File: src/rtl/core/rms_edf_task_scheduler_tick_defines.svh
// Assertion macros shared by the scheduler RTL.
// In simulation they expand to labeled concurrent assertions.
// For synthesis they expand to nothing.
`ifndef RMS_EDF_TASK_SCHEDULER_TICK_DEFINES_SVH
`define RMS_EDF_TASK_SCHEDULER_TICK_DEFINES_SVH

`ifndef SYNTHESIS

`define RETS_ASSERT(lbl, clk, rstn, prop, msg) \
  lbl: assert property (@(posedge clk) disable iff (!(rstn)) prop) else $error(msg);

`define RETS_ASSERT_NEVER(lbl, clk, rstn, cond, msg) \
  lbl: assert property (@(posedge clk) disable iff (!(rstn)) !(cond)) else $error(msg);

`else

`define RETS_ASSERT(lbl, clk, rstn, prop, msg)

`define RETS_ASSERT_NEVER(lbl, clk, rstn, cond, msg)

`endif

`endif

File: src/rtl/core/rets_pkg.sv
`timescale 1ns / 1ps
`default_nettype none

package rets_pkg;

  localparam int DATA_W  = 16;
  localparam int SLACK_W = 18;
  localparam int SLOT_W  = 3;
  localparam int NUM_W   = 4;
  localparam int CFG_W   = 4;

  // Configuration register indexes.
  localparam logic REG_POLICY = 1'b0;
  localparam logic REG_COUNT  = 1'b1;

  // Selection policies.
  localparam logic POLICY_RMS = 1'b0;
  localparam logic POLICY_EDF = 1'b1;

  // Input opcodes.
  localparam logic OP_TICK = 1'b0;
  localparam logic OP_LOAD = 1'b1;

  // Commands from the controller to the datapath.
  typedef struct packed {
    logic load;        // write one task entry from the input ports
    logic tick_start;  // clear the running best candidate
    logic scan;        // release, compare and age the slot at the index
    logic finish;      // charge the winner and post the result
  } cmd_t;

endpackage

`default_nettype wire

File: src/rtl/core/rets_dp.sv
`timescale 1ns / 1ps
`default_nettype none

`include "rms_edf_task_scheduler_tick_defines.svh"

module rets_dp #(
  parameter int MAX_TASKS = 8,
  parameter int IDX_W     = 3,
  parameter int CNT_W     = 4
) (
  input  wire logic                         clk,
  input  wire logic                         rst_n,
  input  wire rets_pkg::cmd_t               cmd,
  input  wire logic [IDX_W-1:0]             idx,
  input  wire logic                         cfg_we,
  input  wire logic                         cfg_index,
  input  wire logic [rets_pkg::CFG_W-1:0]   cfg_data,
  input  wire logic [rets_pkg::SLOT_W-1:0]  in_task_slot,
  input  wire logic [rets_pkg::DATA_W-1:0]  in_exec_ticks,
  input  wire logic [rets_pkg::DATA_W-1:0]  in_period_ticks,
  input  wire logic [rets_pkg::DATA_W-1:0]  in_deadline_ticks,
  output logic [CNT_W-1:0]                  active_count,
  output logic                              out_strobe,
  output logic                              out_idle,
  output logic [rets_pkg::NUM_W-1:0]        out_task_number
);
  import rets_pkg::*;

  localparam logic signed [SLACK_W-1:0] SLACK_MIN = {1'b1, {(SLACK_W-1){1'b0}}};

  logic [DATA_W-1:0]         exec_table_r     [MAX_TASKS];
  logic [DATA_W-1:0]         period_table_r   [MAX_TASKS];
  logic [DATA_W-1:0]         deadline_table_r [MAX_TASKS];
  logic [DATA_W-1:0]         remaining_work_r [MAX_TASKS];
  logic [DATA_W-1:0]         phase_counter_r  [MAX_TASKS];
  logic signed [SLACK_W-1:0] deadline_slack_r [MAX_TASKS];

  logic              policy_r;
  logic [CFG_W-1:0]  count_r;

  logic                      found_r;
  logic [IDX_W-1:0]          best_idx_r;
  logic [DATA_W-1:0]         best_per_r;
  logic signed [SLACK_W-1:0] best_slack_r;
  logic [DATA_W-1:0]         best_rem_r;

  logic              out_strobe_r;
  logic              out_idle_r;
  logic [NUM_W-1:0]  out_task_number_r;

  logic                      released;
  logic [DATA_W-1:0]         rem_eff;
  logic signed [SLACK_W-1:0] slack_eff;
  logic signed [SLACK_W-1:0] slack_nxt;
  logic [DATA_W:0]           phase_inc;
  logic [DATA_W-1:0]         phase_nxt;
  logic                      better;
  logic                      take;
  logic                      slot_ok;
  logic [IDX_W-1:0]          load_idx;
  logic [DATA_W-1:0]         period_clamped;

  always_comb begin
    if (int'(count_r) > MAX_TASKS) begin
      active_count = CNT_W'(MAX_TASKS);
    end else begin
      active_count = CNT_W'(count_r);
    end
  end

  // Per-slot work of one scan step: release, candidate compare and aging.
  always_comb begin
    released  = (phase_counter_r[idx] == '0);
    rem_eff   = released ? exec_table_r[idx] : remaining_work_r[idx];
    slack_eff = released ? $signed({2'b00, deadline_table_r[idx]}) : deadline_slack_r[idx];
    if (!found_r) begin
      better = 1'b1;
    end else if (policy_r == POLICY_EDF) begin
      better = slack_eff < best_slack_r;
    end else begin
      better = period_table_r[idx] < best_per_r;
    end
    take      = (rem_eff != '0) && better;
    slack_nxt = (slack_eff > SLACK_MIN) ? slack_eff - SLACK_W'(1) : slack_eff;
    phase_inc = {1'b0, phase_counter_r[idx]} + (DATA_W+1)'(1);
    phase_nxt = (phase_inc >= {1'b0, period_table_r[idx]}) ? '0 : phase_inc[DATA_W-1:0];
  end

  assign slot_ok        = int'(in_task_slot) < MAX_TASKS;
  assign load_idx       = IDX_W'(in_task_slot);
  assign period_clamped = (in_period_ticks == '0) ? DATA_W'(1) : in_period_ticks;

  always_ff @(posedge clk) begin
    if (!rst_n) begin
      for (int i = 0; i < MAX_TASKS; i++) begin
        exec_table_r[i]     <= '0;
        period_table_r[i]   <= DATA_W'(1);
        deadline_table_r[i] <= '0;
        remaining_work_r[i] <= '0;
        phase_counter_r[i]  <= '0;
        deadline_slack_r[i] <= '0;
      end
    end else begin
      if (cmd.load && slot_ok) begin
        exec_table_r[load_idx]     <= in_exec_ticks;
        period_table_r[load_idx]   <= period_clamped;
        deadline_table_r[load_idx] <= in_deadline_ticks;
        phase_counter_r[load_idx]  <= '0;
        remaining_work_r[load_idx] <= '0;
      end
      if (cmd.scan) begin
        remaining_work_r[idx] <= rem_eff;
        deadline_slack_r[idx] <= slack_nxt;
        phase_counter_r[idx]  <= phase_nxt;
      end
      if (cmd.finish && found_r) begin
        remaining_work_r[best_idx_r] <= best_rem_r - DATA_W'(1);
      end
    end
  end

  always_ff @(posedge clk) begin
    if (!rst_n) begin
      policy_r <= POLICY_RMS;
      count_r  <= '0;
    end else if (cfg_we) begin
      case (cfg_index)
        REG_POLICY: policy_r <= cfg_data[0];
        REG_COUNT:  count_r  <= cfg_data;
        default:    count_r  <= count_r;
      endcase
    end
  end

  always_ff @(posedge clk) begin
    if (!rst_n) begin
      found_r <= 1'b0;
    end else if (cmd.tick_start) begin
      found_r <= 1'b0;
    end else if (cmd.scan && take) begin
      found_r <= 1'b1;
    end
  end

  // The best candidate keeps its pre-aging slack so every slot is compared
  // against values from the same point in the tick.
  always_ff @(posedge clk) begin
    if (cmd.scan && take) begin
      best_idx_r   <= idx;
      best_per_r   <= period_table_r[idx];
      best_slack_r <= slack_eff;
      best_rem_r   <= rem_eff;
    end
  end

  always_ff @(posedge clk) begin
    if (!rst_n) begin
      out_strobe_r <= 1'b0;
    end else begin
      out_strobe_r <= cmd.load || cmd.finish;
    end
  end

  always_ff @(posedge clk) begin
    if (cmd.load) begin
      out_idle_r        <= 1'b1;
      out_task_number_r <= '0;
    end else if (cmd.finish) begin
      out_idle_r        <= !found_r;
      out_task_number_r <= found_r ? NUM_W'(int'(best_idx_r) + 1) : '0;
    end
  end

  assign out_strobe      = out_strobe_r;
  assign out_idle        = out_idle_r;
  assign out_task_number = out_task_number_r;

  `RETS_ASSERT(a_winner_in_range, clk, rst_n, cmd.finish && found_r |-> int'(best_idx_r) < int'(active_count), "winner slot outside the active range")
  `RETS_ASSERT(a_run_has_number, clk, rst_n, out_strobe_r && !out_idle_r |-> out_task_number_r != '0, "running result carries no task number")

endmodule

`default_nettype wire

File: src/rtl/core/rets_ctrl.sv
`timescale 1ns / 1ps
`default_nettype none

`include "rms_edf_task_scheduler_tick_defines.svh"

module rets_ctrl #(
  parameter int IDX_W = 3,
  parameter int CNT_W = 4
) (
  input  wire logic              clk,
  input  wire logic              rst_n,
  input  wire logic              start,
  input  wire logic              in_opcode,
  input  wire logic [CNT_W-1:0]  active_count,
  output rets_pkg::cmd_t         cmd,
  output logic [IDX_W-1:0]       idx,
  output logic                   busy
);
  import rets_pkg::*;

  typedef enum logic [1:0] {
    ST_IDLE,
    ST_SCAN,
    ST_FINISH
  } state_t;

  state_t            state_r;
  state_t            state_nxt;
  logic [CNT_W-1:0]  idx_r;
  logic [CNT_W-1:0]  idx_nxt;
  logic              accept;
  logic              last_slot;

  assign accept    = start && (state_r == ST_IDLE);
  assign last_slot = (int'(idx_r) + 1) >= int'(active_count);

  always_comb begin
    state_nxt = state_r;
    idx_nxt   = idx_r;
    case (state_r)
      ST_IDLE: begin
        if (accept && in_opcode == OP_TICK) begin
          idx_nxt   = '0;
          state_nxt = (active_count == '0) ? ST_FINISH : ST_SCAN;
        end
      end
      ST_SCAN: begin
        if (last_slot) begin
          state_nxt = ST_FINISH;
        end else begin
          idx_nxt = idx_r + CNT_W'(1);
        end
      end
      ST_FINISH: begin
        state_nxt = ST_IDLE;
      end
      default: begin
        state_nxt = ST_IDLE;
      end
    endcase
  end

  always_ff @(posedge clk) begin
    if (!rst_n) begin
      state_r <= ST_IDLE;
      idx_r   <= '0;
    end else begin
      state_r <= state_nxt;
      idx_r   <= idx_nxt;
    end
  end

  always_comb begin
    cmd.load       = accept && (in_opcode == OP_LOAD);
    cmd.tick_start = accept && (in_opcode == OP_TICK);
    cmd.scan       = (state_r == ST_SCAN);
    cmd.finish     = (state_r == ST_FINISH);
  end

  assign idx  = idx_r[IDX_W-1:0];
  assign busy = (state_r != ST_IDLE);

  `RETS_ASSERT(a_tick_goes_busy, clk, rst_n, cmd.tick_start |=> busy, "accepted tick did not start a scan")
  `RETS_ASSERT(a_finish_frees, clk, rst_n, cmd.finish |=> !busy, "controller stayed busy after finish")
  `RETS_ASSERT(a_scan_in_range, clk, rst_n, cmd.scan |-> int'(idx_r) < int'(active_count), "scan index beyond the active slots")
  `RETS_ASSERT_NEVER(a_load_exclusive, clk, rst_n, cmd.load && (cmd.scan || cmd.finish), "load overlaps a tick in progress")

endmodule

`default_nettype wire

File: src/rtl/core/rms_edf_task_scheduler_tick.sv
`timescale 1ns / 1ps
`default_nettype none

// Periodic-task scheduler, one time tick or one task load per transaction.
// Input: a transaction is taken at a clock edge with start high and busy low.
// A load (opcode 1) writes one task slot in that same edge; a tick (opcode 0)
// releases due tasks, picks one ready task by period (rate monotonic) or by
// slack (earliest deadline first) and charges it one tick of work.
// Output: every transaction yields one result, shown for exactly one cycle
// with out_strobe high. The receiver cannot stall; it must take each result.
// Timing: a load answers in the cycle after it is taken and busy stays low,
// so loads can be issued every cycle. A tick walks the active slots one per
// cycle through a single shared compare unit, then charges the winner in the
// finish state: busy stays high through scan and finish, and the result
// is registered from the finish state; at most MAX_TASKS slots are active.
// A new tick can start in the cycle its result is shown.
// Configuration: cfg_index 0 selects the policy, 1 the active task count.
// cfg_ready is low while a tick is in progress and while start is high.
// Reset: synchronous, active low; all task tables return to their defaults
// (period 1, everything else 0) and both registers to 0. No clearing pass.

module rms_edf_task_scheduler_tick #(
  parameter int MAX_TASKS = 8
) (
  input  wire logic                         clk,
  input  wire logic                         rst_n,
  input  wire logic                         start,
  output logic                              busy,
  input  wire logic                         in_opcode,
  input  wire logic [rets_pkg::SLOT_W-1:0]  in_task_slot,
  input  wire logic [rets_pkg::DATA_W-1:0]  in_exec_ticks,
  input  wire logic [rets_pkg::DATA_W-1:0]  in_period_ticks,
  input  wire logic [rets_pkg::DATA_W-1:0]  in_deadline_ticks,
  output logic                              out_strobe,
  output logic                              out_idle,
  output logic [rets_pkg::NUM_W-1:0]        out_task_number,
  input  wire logic                         cfg_valid,
  output logic                              cfg_ready,
  input  wire logic                         cfg_index,
  input  wire logic [rets_pkg::CFG_W-1:0]   cfg_data
);
  import rets_pkg::*;

  localparam int IDX_W = (MAX_TASKS > 1) ? $clog2(MAX_TASKS) : 1;
  localparam int CNT_W = $clog2(MAX_TASKS + 1);

  cmd_t              cmd;
  logic [IDX_W-1:0]  idx;
  logic [CNT_W-1:0]  active_count;
  logic              cfg_we;

  // A register write never shares an edge with an input transaction.
  assign cfg_ready = !busy && !start;
  assign cfg_we    = cfg_valid && cfg_ready;

  rets_ctrl #(
    .IDX_W (IDX_W),
    .CNT_W (CNT_W)
  ) u_ctrl (
    .clk          (clk),
    .rst_n        (rst_n),
    .start        (start),
    .in_opcode    (in_opcode),
    .active_count (active_count),
    .cmd          (cmd),
    .idx          (idx),
    .busy         (busy)
  );

  rets_dp #(
    .MAX_TASKS (MAX_TASKS),
    .IDX_W     (IDX_W),
    .CNT_W     (CNT_W)
  ) u_dp (
    .clk               (clk),
    .rst_n             (rst_n),
    .cmd               (cmd),
    .idx               (idx),
    .cfg_we            (cfg_we),
    .cfg_index         (cfg_index),
    .cfg_data          (cfg_data),
    .in_task_slot      (in_task_slot),
    .in_exec_ticks     (in_exec_ticks),
    .in_period_ticks   (in_period_ticks),
    .in_deadline_ticks (in_deadline_ticks),
    .active_count      (active_count),
    .out_strobe        (out_strobe),
    .out_idle          (out_idle),
    .out_task_number   (out_task_number)
  );

endmodule

`default_nettype wire
File: config.mk
export PLATFORM = sky130hd
export DESIGN_NAME = rms_edf_task_scheduler_tick
export DESIGN_NICKNAME = d
export VERILOG_FILES = /design/src/rtl/core/rets_pkg.sv /design/src/rtl/core/rets_dp.sv /design/src/rtl/core/rets_ctrl.sv /design/src/rtl/core/rms_edf_task_scheduler_tick.sv
export VERILOG_INCLUDE_DIRS = /design/src /design/src/rtl/core
export SDC_FILE = /design/constraint.sdc
export NUM_CORES = 1
export LEC_CHECK = 0
export BUFFER_PORTS_ARGS = -buffer_cell sky130_fd_sc_hd__buf_2
export CAP_MARGIN = 5
export CELL_PAD_IN_SITES_DETAIL_PLACEMENT = 1
export CELL_PAD_IN_SITES_GLOBAL_PLACEMENT = 2
export CORE_ASPECT_RATIO = 1.75
export CORE_UTILIZATION = 42
export DETAILED_ROUTE_END_ITERATION = 10
export HOLD_SLACK_MARGIN = 0.1
export PLACE_DENSITY_LB_ADDON = 0.1
export RECOVER_POWER = 50
export SKIP_CTS_REPAIR_TIMING = 1
export SYNTH_ARGS = -nofsm -noshare
export SYNTH_HDL_FRONTEND = slang
export SYNTH_SLANG_ARGS = --single-unit
File: constraint.sdc
create_clock -name clk -period 7.1 [get_ports clk]
set_input_delay 0.355 -clock clk [delete_from_list [all_inputs] [get_ports clk]]
set_output_delay 0.355 -clock clk [all_outputs]
set_load 0.02 [all_outputs]
== Yosys cells after proc, flatten, opt, wreduce, memory -nomap -nowiden ==
Memory sizes are Yosys's and may differ from the RTL's. A register that Yosys moved wholly into a read port is not among the register bits.
Cells that the tools add are included.

* Input port bits: 61
* Register bits after elaboration: 71
* Memories: 6
* Logic and storage cells: 136
* Output and inout bits: 8
* Bits in writable memories: 784

* Bitwise gates (word level): 3
* Mux-type cells: 65
* Reduce and logical (&&, ||, !) cells: 33
* $add $sub $neg: 6
* Order comparisons: 6
* Equal/unequal tests: 5

{| class="wikitable"
|+ Memories
! name !! words !! bits a word !! read ports !! clocked after Yosys merged registers in !! wr ports !! RTL line !! RTL
|-
| u_dp.deadline_slack_r || 8 || 18 || 1 || 1 || 8 || rets_dp.sv:36 || <nowiki>logic signed [SLACK_W-1:0] deadline_slack_r [MAX_TASKS];</nowiki>
|-
| u_dp.deadline_table_r || 8 || 16 || 1 || 1 || 8 || rets_dp.sv:33 || <nowiki>logic [DATA_W-1:0] deadline_table_r [MAX_TASKS];</nowiki>
|-
| u_dp.exec_table_r || 8 || 16 || 1 || 1 || 8 || rets_dp.sv:31 || <nowiki>logic [DATA_W-1:0] exec_table_r [MAX_TASKS];</nowiki>
|-
| u_dp.period_table_r || 8 || 16 || 1 || 1 || 8 || rets_dp.sv:32 || <nowiki>logic [DATA_W-1:0] period_table_r [MAX_TASKS];</nowiki>
|-
| u_dp.phase_counter_r || 8 || 16 || 1 || 1 || 8 || rets_dp.sv:35 || <nowiki>logic [DATA_W-1:0] phase_counter_r [MAX_TASKS];</nowiki>
|-
| u_dp.remaining_work_r || 8 || 16 || 1 || 1 || 8 || rets_dp.sv:34 || <nowiki>logic [DATA_W-1:0] remaining_work_r [MAX_TASKS];</nowiki>
|}

{| class="wikitable"
|+ Operators by type and width
! cell !! count
|-
| $mux 16 || 11
|-
| $reduce_or 16->1 || 8
|-
| $mux 3 || 21
|-
| $mux 18 || 3
|-
| $ge 32x5->1 || 1
|-
| $logic_not 16->1 || 2
|-
| $mux 1 || 21
|-
| $gt 18x18->1 const B || 1
|-
| $lt 18x18->1 || 1
|-
| $reduce_or 18->1 || 1
|-
| $sub 18x2->18 const B || 1
|-
| $add 16x1->17 const B || 1
|-
| $ge 17x16->1 || 1
|-
| $lt 16x16->1 || 1
|-
| $mux 4 || 4
|-
| $reduce_bool 16->1 || 1
|-
| $sub 16x1->16 const B || 1
|-
| $logic_and 1x1->1 || 8
|-
| $pmux 4 s2 || 1
|-
| $mux 2 || 3
|-
| $ne 2x2->1 const B || 3
|-
| $reduce_and 2->1 || 3
|-
| $add 4x1->5 const B || 1
|-
| $add 3x1->4 const B || 1
|-
| other kinds (13) || 18
|}

== Logic depth before layout (Yosys ltp) ==
* Word-level depth: 10
* Gate-level depth with buffers: 26

== Modules after synthesis ==
From an unflattened synthesis, not the netlist that was laid out.

* Cell total of the unflattened synthesis: 3044
* Area, all modules: 40097.2 sq um

{| class="wikitable"
|+ By module, submodules not included
! module !! times used !! area each (sq um) !! cells an instance !! sequential area each (sq um)
|-
| rets_dp || 1 || 39601.7 || 2989 || 25374.3
|-
| rets_ctrl || 1 || 479.2 || 53 || 120.1
|-
| rms_edf_task_scheduler_tick || 1 || 16.3 || 2 || 0.0
|}

== Worst setup path after synthesis ==
OpenSTA, ideal clock, no wires.

* Kind: register to register
* From: reg (tool-made name)
* To: reg u_dp.best_idx_r[0], enable pin
* Library setup time: 0.420 ns
* Cell stages (with the launch flop): 26
* Slack: -0.070 ns
* Clock period less this slack: 7.170 ns
* Data required time: 6.680 ns
* Arrival: 6.751 ns
* Cells stage by stage: dfxtp_1 > buf_2 > buf_2 > buf_2 > buf_2 > buf_2 > mux4_2 > mux2_2 > clkbuf_1 > inv_1 > ha_1 > nand3_1 > nor4_1 > buf_4 > mux4_2 > ha_1 > nand3_1 > nand2_1 > a21oi_1 > o21ai_0 > o21ai_0 > a21oi_1 > or3_1 > a31oi_1 > and4b_1 > o31a_1

{| class="wikitable"
|+ RTL lines
! what !! RTL line !! RTL
|-
| end signal: assignment || rets_dp.sv:149 || <nowiki>best_idx_r <= idx;</nowiki>
|-
| end: declaration || rets_dp.sv:42 || <nowiki>logic [IDX_W-1:0] best_idx_r;</nowiki>
|}

==> results.md <==
- Layout area overhead: 12.9%
- Cell Pwr Density: 248 nW/um2
- Fin cells: 4,145
- Synth cell count leaders: edfxtp_1 (837), nor2_1 (485), and2_1 (282)
- Row cnt: 148
- Ports: 69
- Setup CP Type: input pin to register
- CP Capture Type: register
- H-Tree Depth: 3
- DRC viols: 0
- Prevailing post-synth register cell: edfxtp_1
- Via count: 23,648
- Height of the die: 409 um
- Dpl hpwl: 73,200 um
- Sequential power share: 52.1%
- Psw: 2480 uW
- Die X: 234 um
- Hold slack final: 0.112 ns
- FF+latch count, synth: 858
- Core area: 93,300 um2
- Post-Syn Nets: 2,875
- Clock skew after layout: 0.0333 ns
- Clk root buf: clkbuf_16
- Setup crit start kind: input pin
- Cells after DPL: 3,938
- RSZ-0062 raised after global routing: no
- Count leader, synth: edfxtp_1
- Sw Share: 22.3%
- Nets: 2,992
- Clk_lat worst skew: 0.69 ns
- Max-Cap Viols: 18
- Clk pwr share: 42.9%
- Worst vdd ir: 0.188 mV
- Clock sink count: 858
- FMAX: 160 MHz
- Gr usage total: 25.3%
- Critical path's largest stage delay: 2.44 ns
- Initial antenna violation count: 6
- Global-route wire length before repair: 174,000 um
- Post-synthesis cell area: 39,700 um2
- Post-Route Utilization: 48.0%
- Die ar.: 95,800 um2
- Largest net degree at the start of global routing: 97
- Final Hold Vio Count: 0
- DR WL/cell: 28.6 um
- Leak pwr: 0.0157 uW
- Port bufs: 68
- CTS tree: built
- Setup_tns: 0 ns
- DR pass1 iterations: 5
- Worst slew margin: -127%
- Post-DR vias/cell: 5.71
- Combinational power share: 5.0%
- Synth async-reset ratio: 0%
- Clock transition at path regs: 0.06 ns
- Post-Route WL: 118,000 um
- 1st-iter DRT viols: 1,635
- Fin crit period: 6.23 ns
- Mapped Cells: 2,756
- Final Slew Violations: 724
- Grt total ovfl: 0
- Ranking of synthesized cells by area: edfxtp_1 (63%), mux4_2 (12%), nor2_1 (4.6%), and2_1 (4.4%), ha_1 (1.8%)
- Hold Crit Class: input pin to register
- Slowest cell on the critical path: o21ai_1
- Starting Density: 42.6%
- Pint: 8630 uW
- Share of cells above drive strength 1: 17.5%
- Distinct cells, synth: 61
- Final setup vio count: 0
- Synth area leader: edfxtp_1
- Synth top area share: 63.3%
- Final worst-path cycle share: 87.8%
- Failing checks: capacitance limit, slew limit
- Register area share after synthesis: 64.3%
- Status: finished with violations
- Worst EP required: 7.40 ns
- Least-Margin Pin Slew: 3.40 ns
- Critical-path cell list: clkbuf_1 -> nand4_1 -> inv_1 -> nand2_1 -> o21ai_1 -> buf_4
- Antenna Violating Nets Remaining: 0
- Clk buf depth: 3
- Synthesized area per cell: 14.4 um2
- Post-synth EDFFs: 837
- Synth Warn #: 0
- Crit path max fanout: 37
- CTS buffer count: 85
- Placer Congestion: 0.861
- Number of global-route vias before repair: 25,855
- Critical path arrival: 6.53 ns
-- power groups by stage --
stage	clock [uW]	sequential (uW)	combinational, uW
2_1_floorplan	0	5880	295
3_3_place_gp	0	5880	533
3_5_place_dp	0	5900	547
4_1_cts	4860	5790	549
5_1_grt	5000	5800	596
6_report	4760	5790	554
-- sequential cells by signal, indices dropped and copies added, names as in the netlist, 2 cells and up, named ones only --
signal and count:
u_dp.deadline_slack_r 144, u_dp.deadline_table_r 128, u_dp.exec_table_r 128, u_dp.period_table_r 128, u_dp.phase_counter_r 128, u_dp.remaining_work_r 128, u_dp.best_slack_r 18, u_dp.best_per_r 16
u_dp.best_rem_r 16, u_ctrl.idx_r 4, u_dp.count_r 4, u_dp.out_task_number 4, u_dp.best_idx_r 3, u_ctrl.state_r 2
-- final timing paths --
path | cells after the start | end | start | slack [ns]
min | 5 | u_dp.policy_r$_SDFFE_PN0P_ | cfg_valid | 0.11
max | 6 | u_dp.period_table_r[7][2]$_SDFFCE_PN0P_ | rst_n | 0.87
max reg2reg | 21 | u_dp.best_slack_r[3]$_DFFE_PP_ | register | 1.04
min reg2reg | 2 | u_dp.out_idle$_SDFFE_PP1N_ | u_dp.out_idle$_SDFFE_PP1N_ | 0.45
-- kinds of logic (layout without fill, tap and decap cells) --
| group | count (synthesis) | in the layout | share of synthesized area, % |
|---|---|---|---|
| buffers and inverters | 240 | 428 | 2.47 |
| AOI/OAI and AO/OA | 135 | 135 | 2.00 |
| and+or+nand+nor | 1124 | 1124 | 14.0 |
| other | 0 | 1 | 0 |
| muxes | 302 | 302 | 14.3 |
| xor gates and xnor gates | 39 | 39 | 1.00 |
| DFF | 858 | 858 | 64.3 |
| adders and majority gates | 58 | 58 | 1.83 |
-- stage by stage --
stage	setup WS [ns]	cell area (um2)	power, uW
2_1_floorplan	0.543	39700	6170
3_3_place_gp	1.16	41600	6410
3_5_place_dp	1.02	41600	6440
4_1_cts	0.980	44500	11200
5_1_grt	0.406	44800	11400
6_report	0.869	44800	11100
-- layer usage --
| layer | vias up | GRT usage [%] | routed length (um) |
|---|---|---|---|
| met1 | 12571 | 29.6 | 46100 |
| li1 | 10441 | - | - |
| met2 | 470 | 47.2 | 65500 |
| met3 | 158 | 2.80 | 3580 |
| met5 | - | 0 | 36 |
| met4 | 8 | 8.32 | 3190 |
-- cell usage in the layout (no fill, tap or decap), types with 63 or more instances in the layout --
| cell | count |
|---|---|
| a21oi_1 | 63 |
| and2_0 | 181 |
| and2_1 | 101 |
| and3_1 | 96 |
| clkbuf_16 | 90 |
| edfxtp_1 | 837 |
| inv_1 | 86 |
| mux2i_1 | 66 |
| mux4_2 | 209 |
| nand2_1 | 100 |
| nor2_1 | 477 |
-- critical path, delay by kind of cell --
family	cells	cell delay, ns
and+or+nand+nor	2	1.05
buffers and inverters	3	2.64
AOI/OAI and AO/OA	1	2.44
-- final cells by class --
class                           count  area (um2)
Fill cell                        9274       48500
Sequential cell                   858       25600
Multi-Input combinational cell   1658       13300
Clock buffer                      100        2300
Tap cell                         1200        1500
Timing Repair Buffer              184        1260
Clock inverter                     58         591
Inverter                           86         323
Antenna cell                        1        2.50
Power figures use the tool's default switching activity.
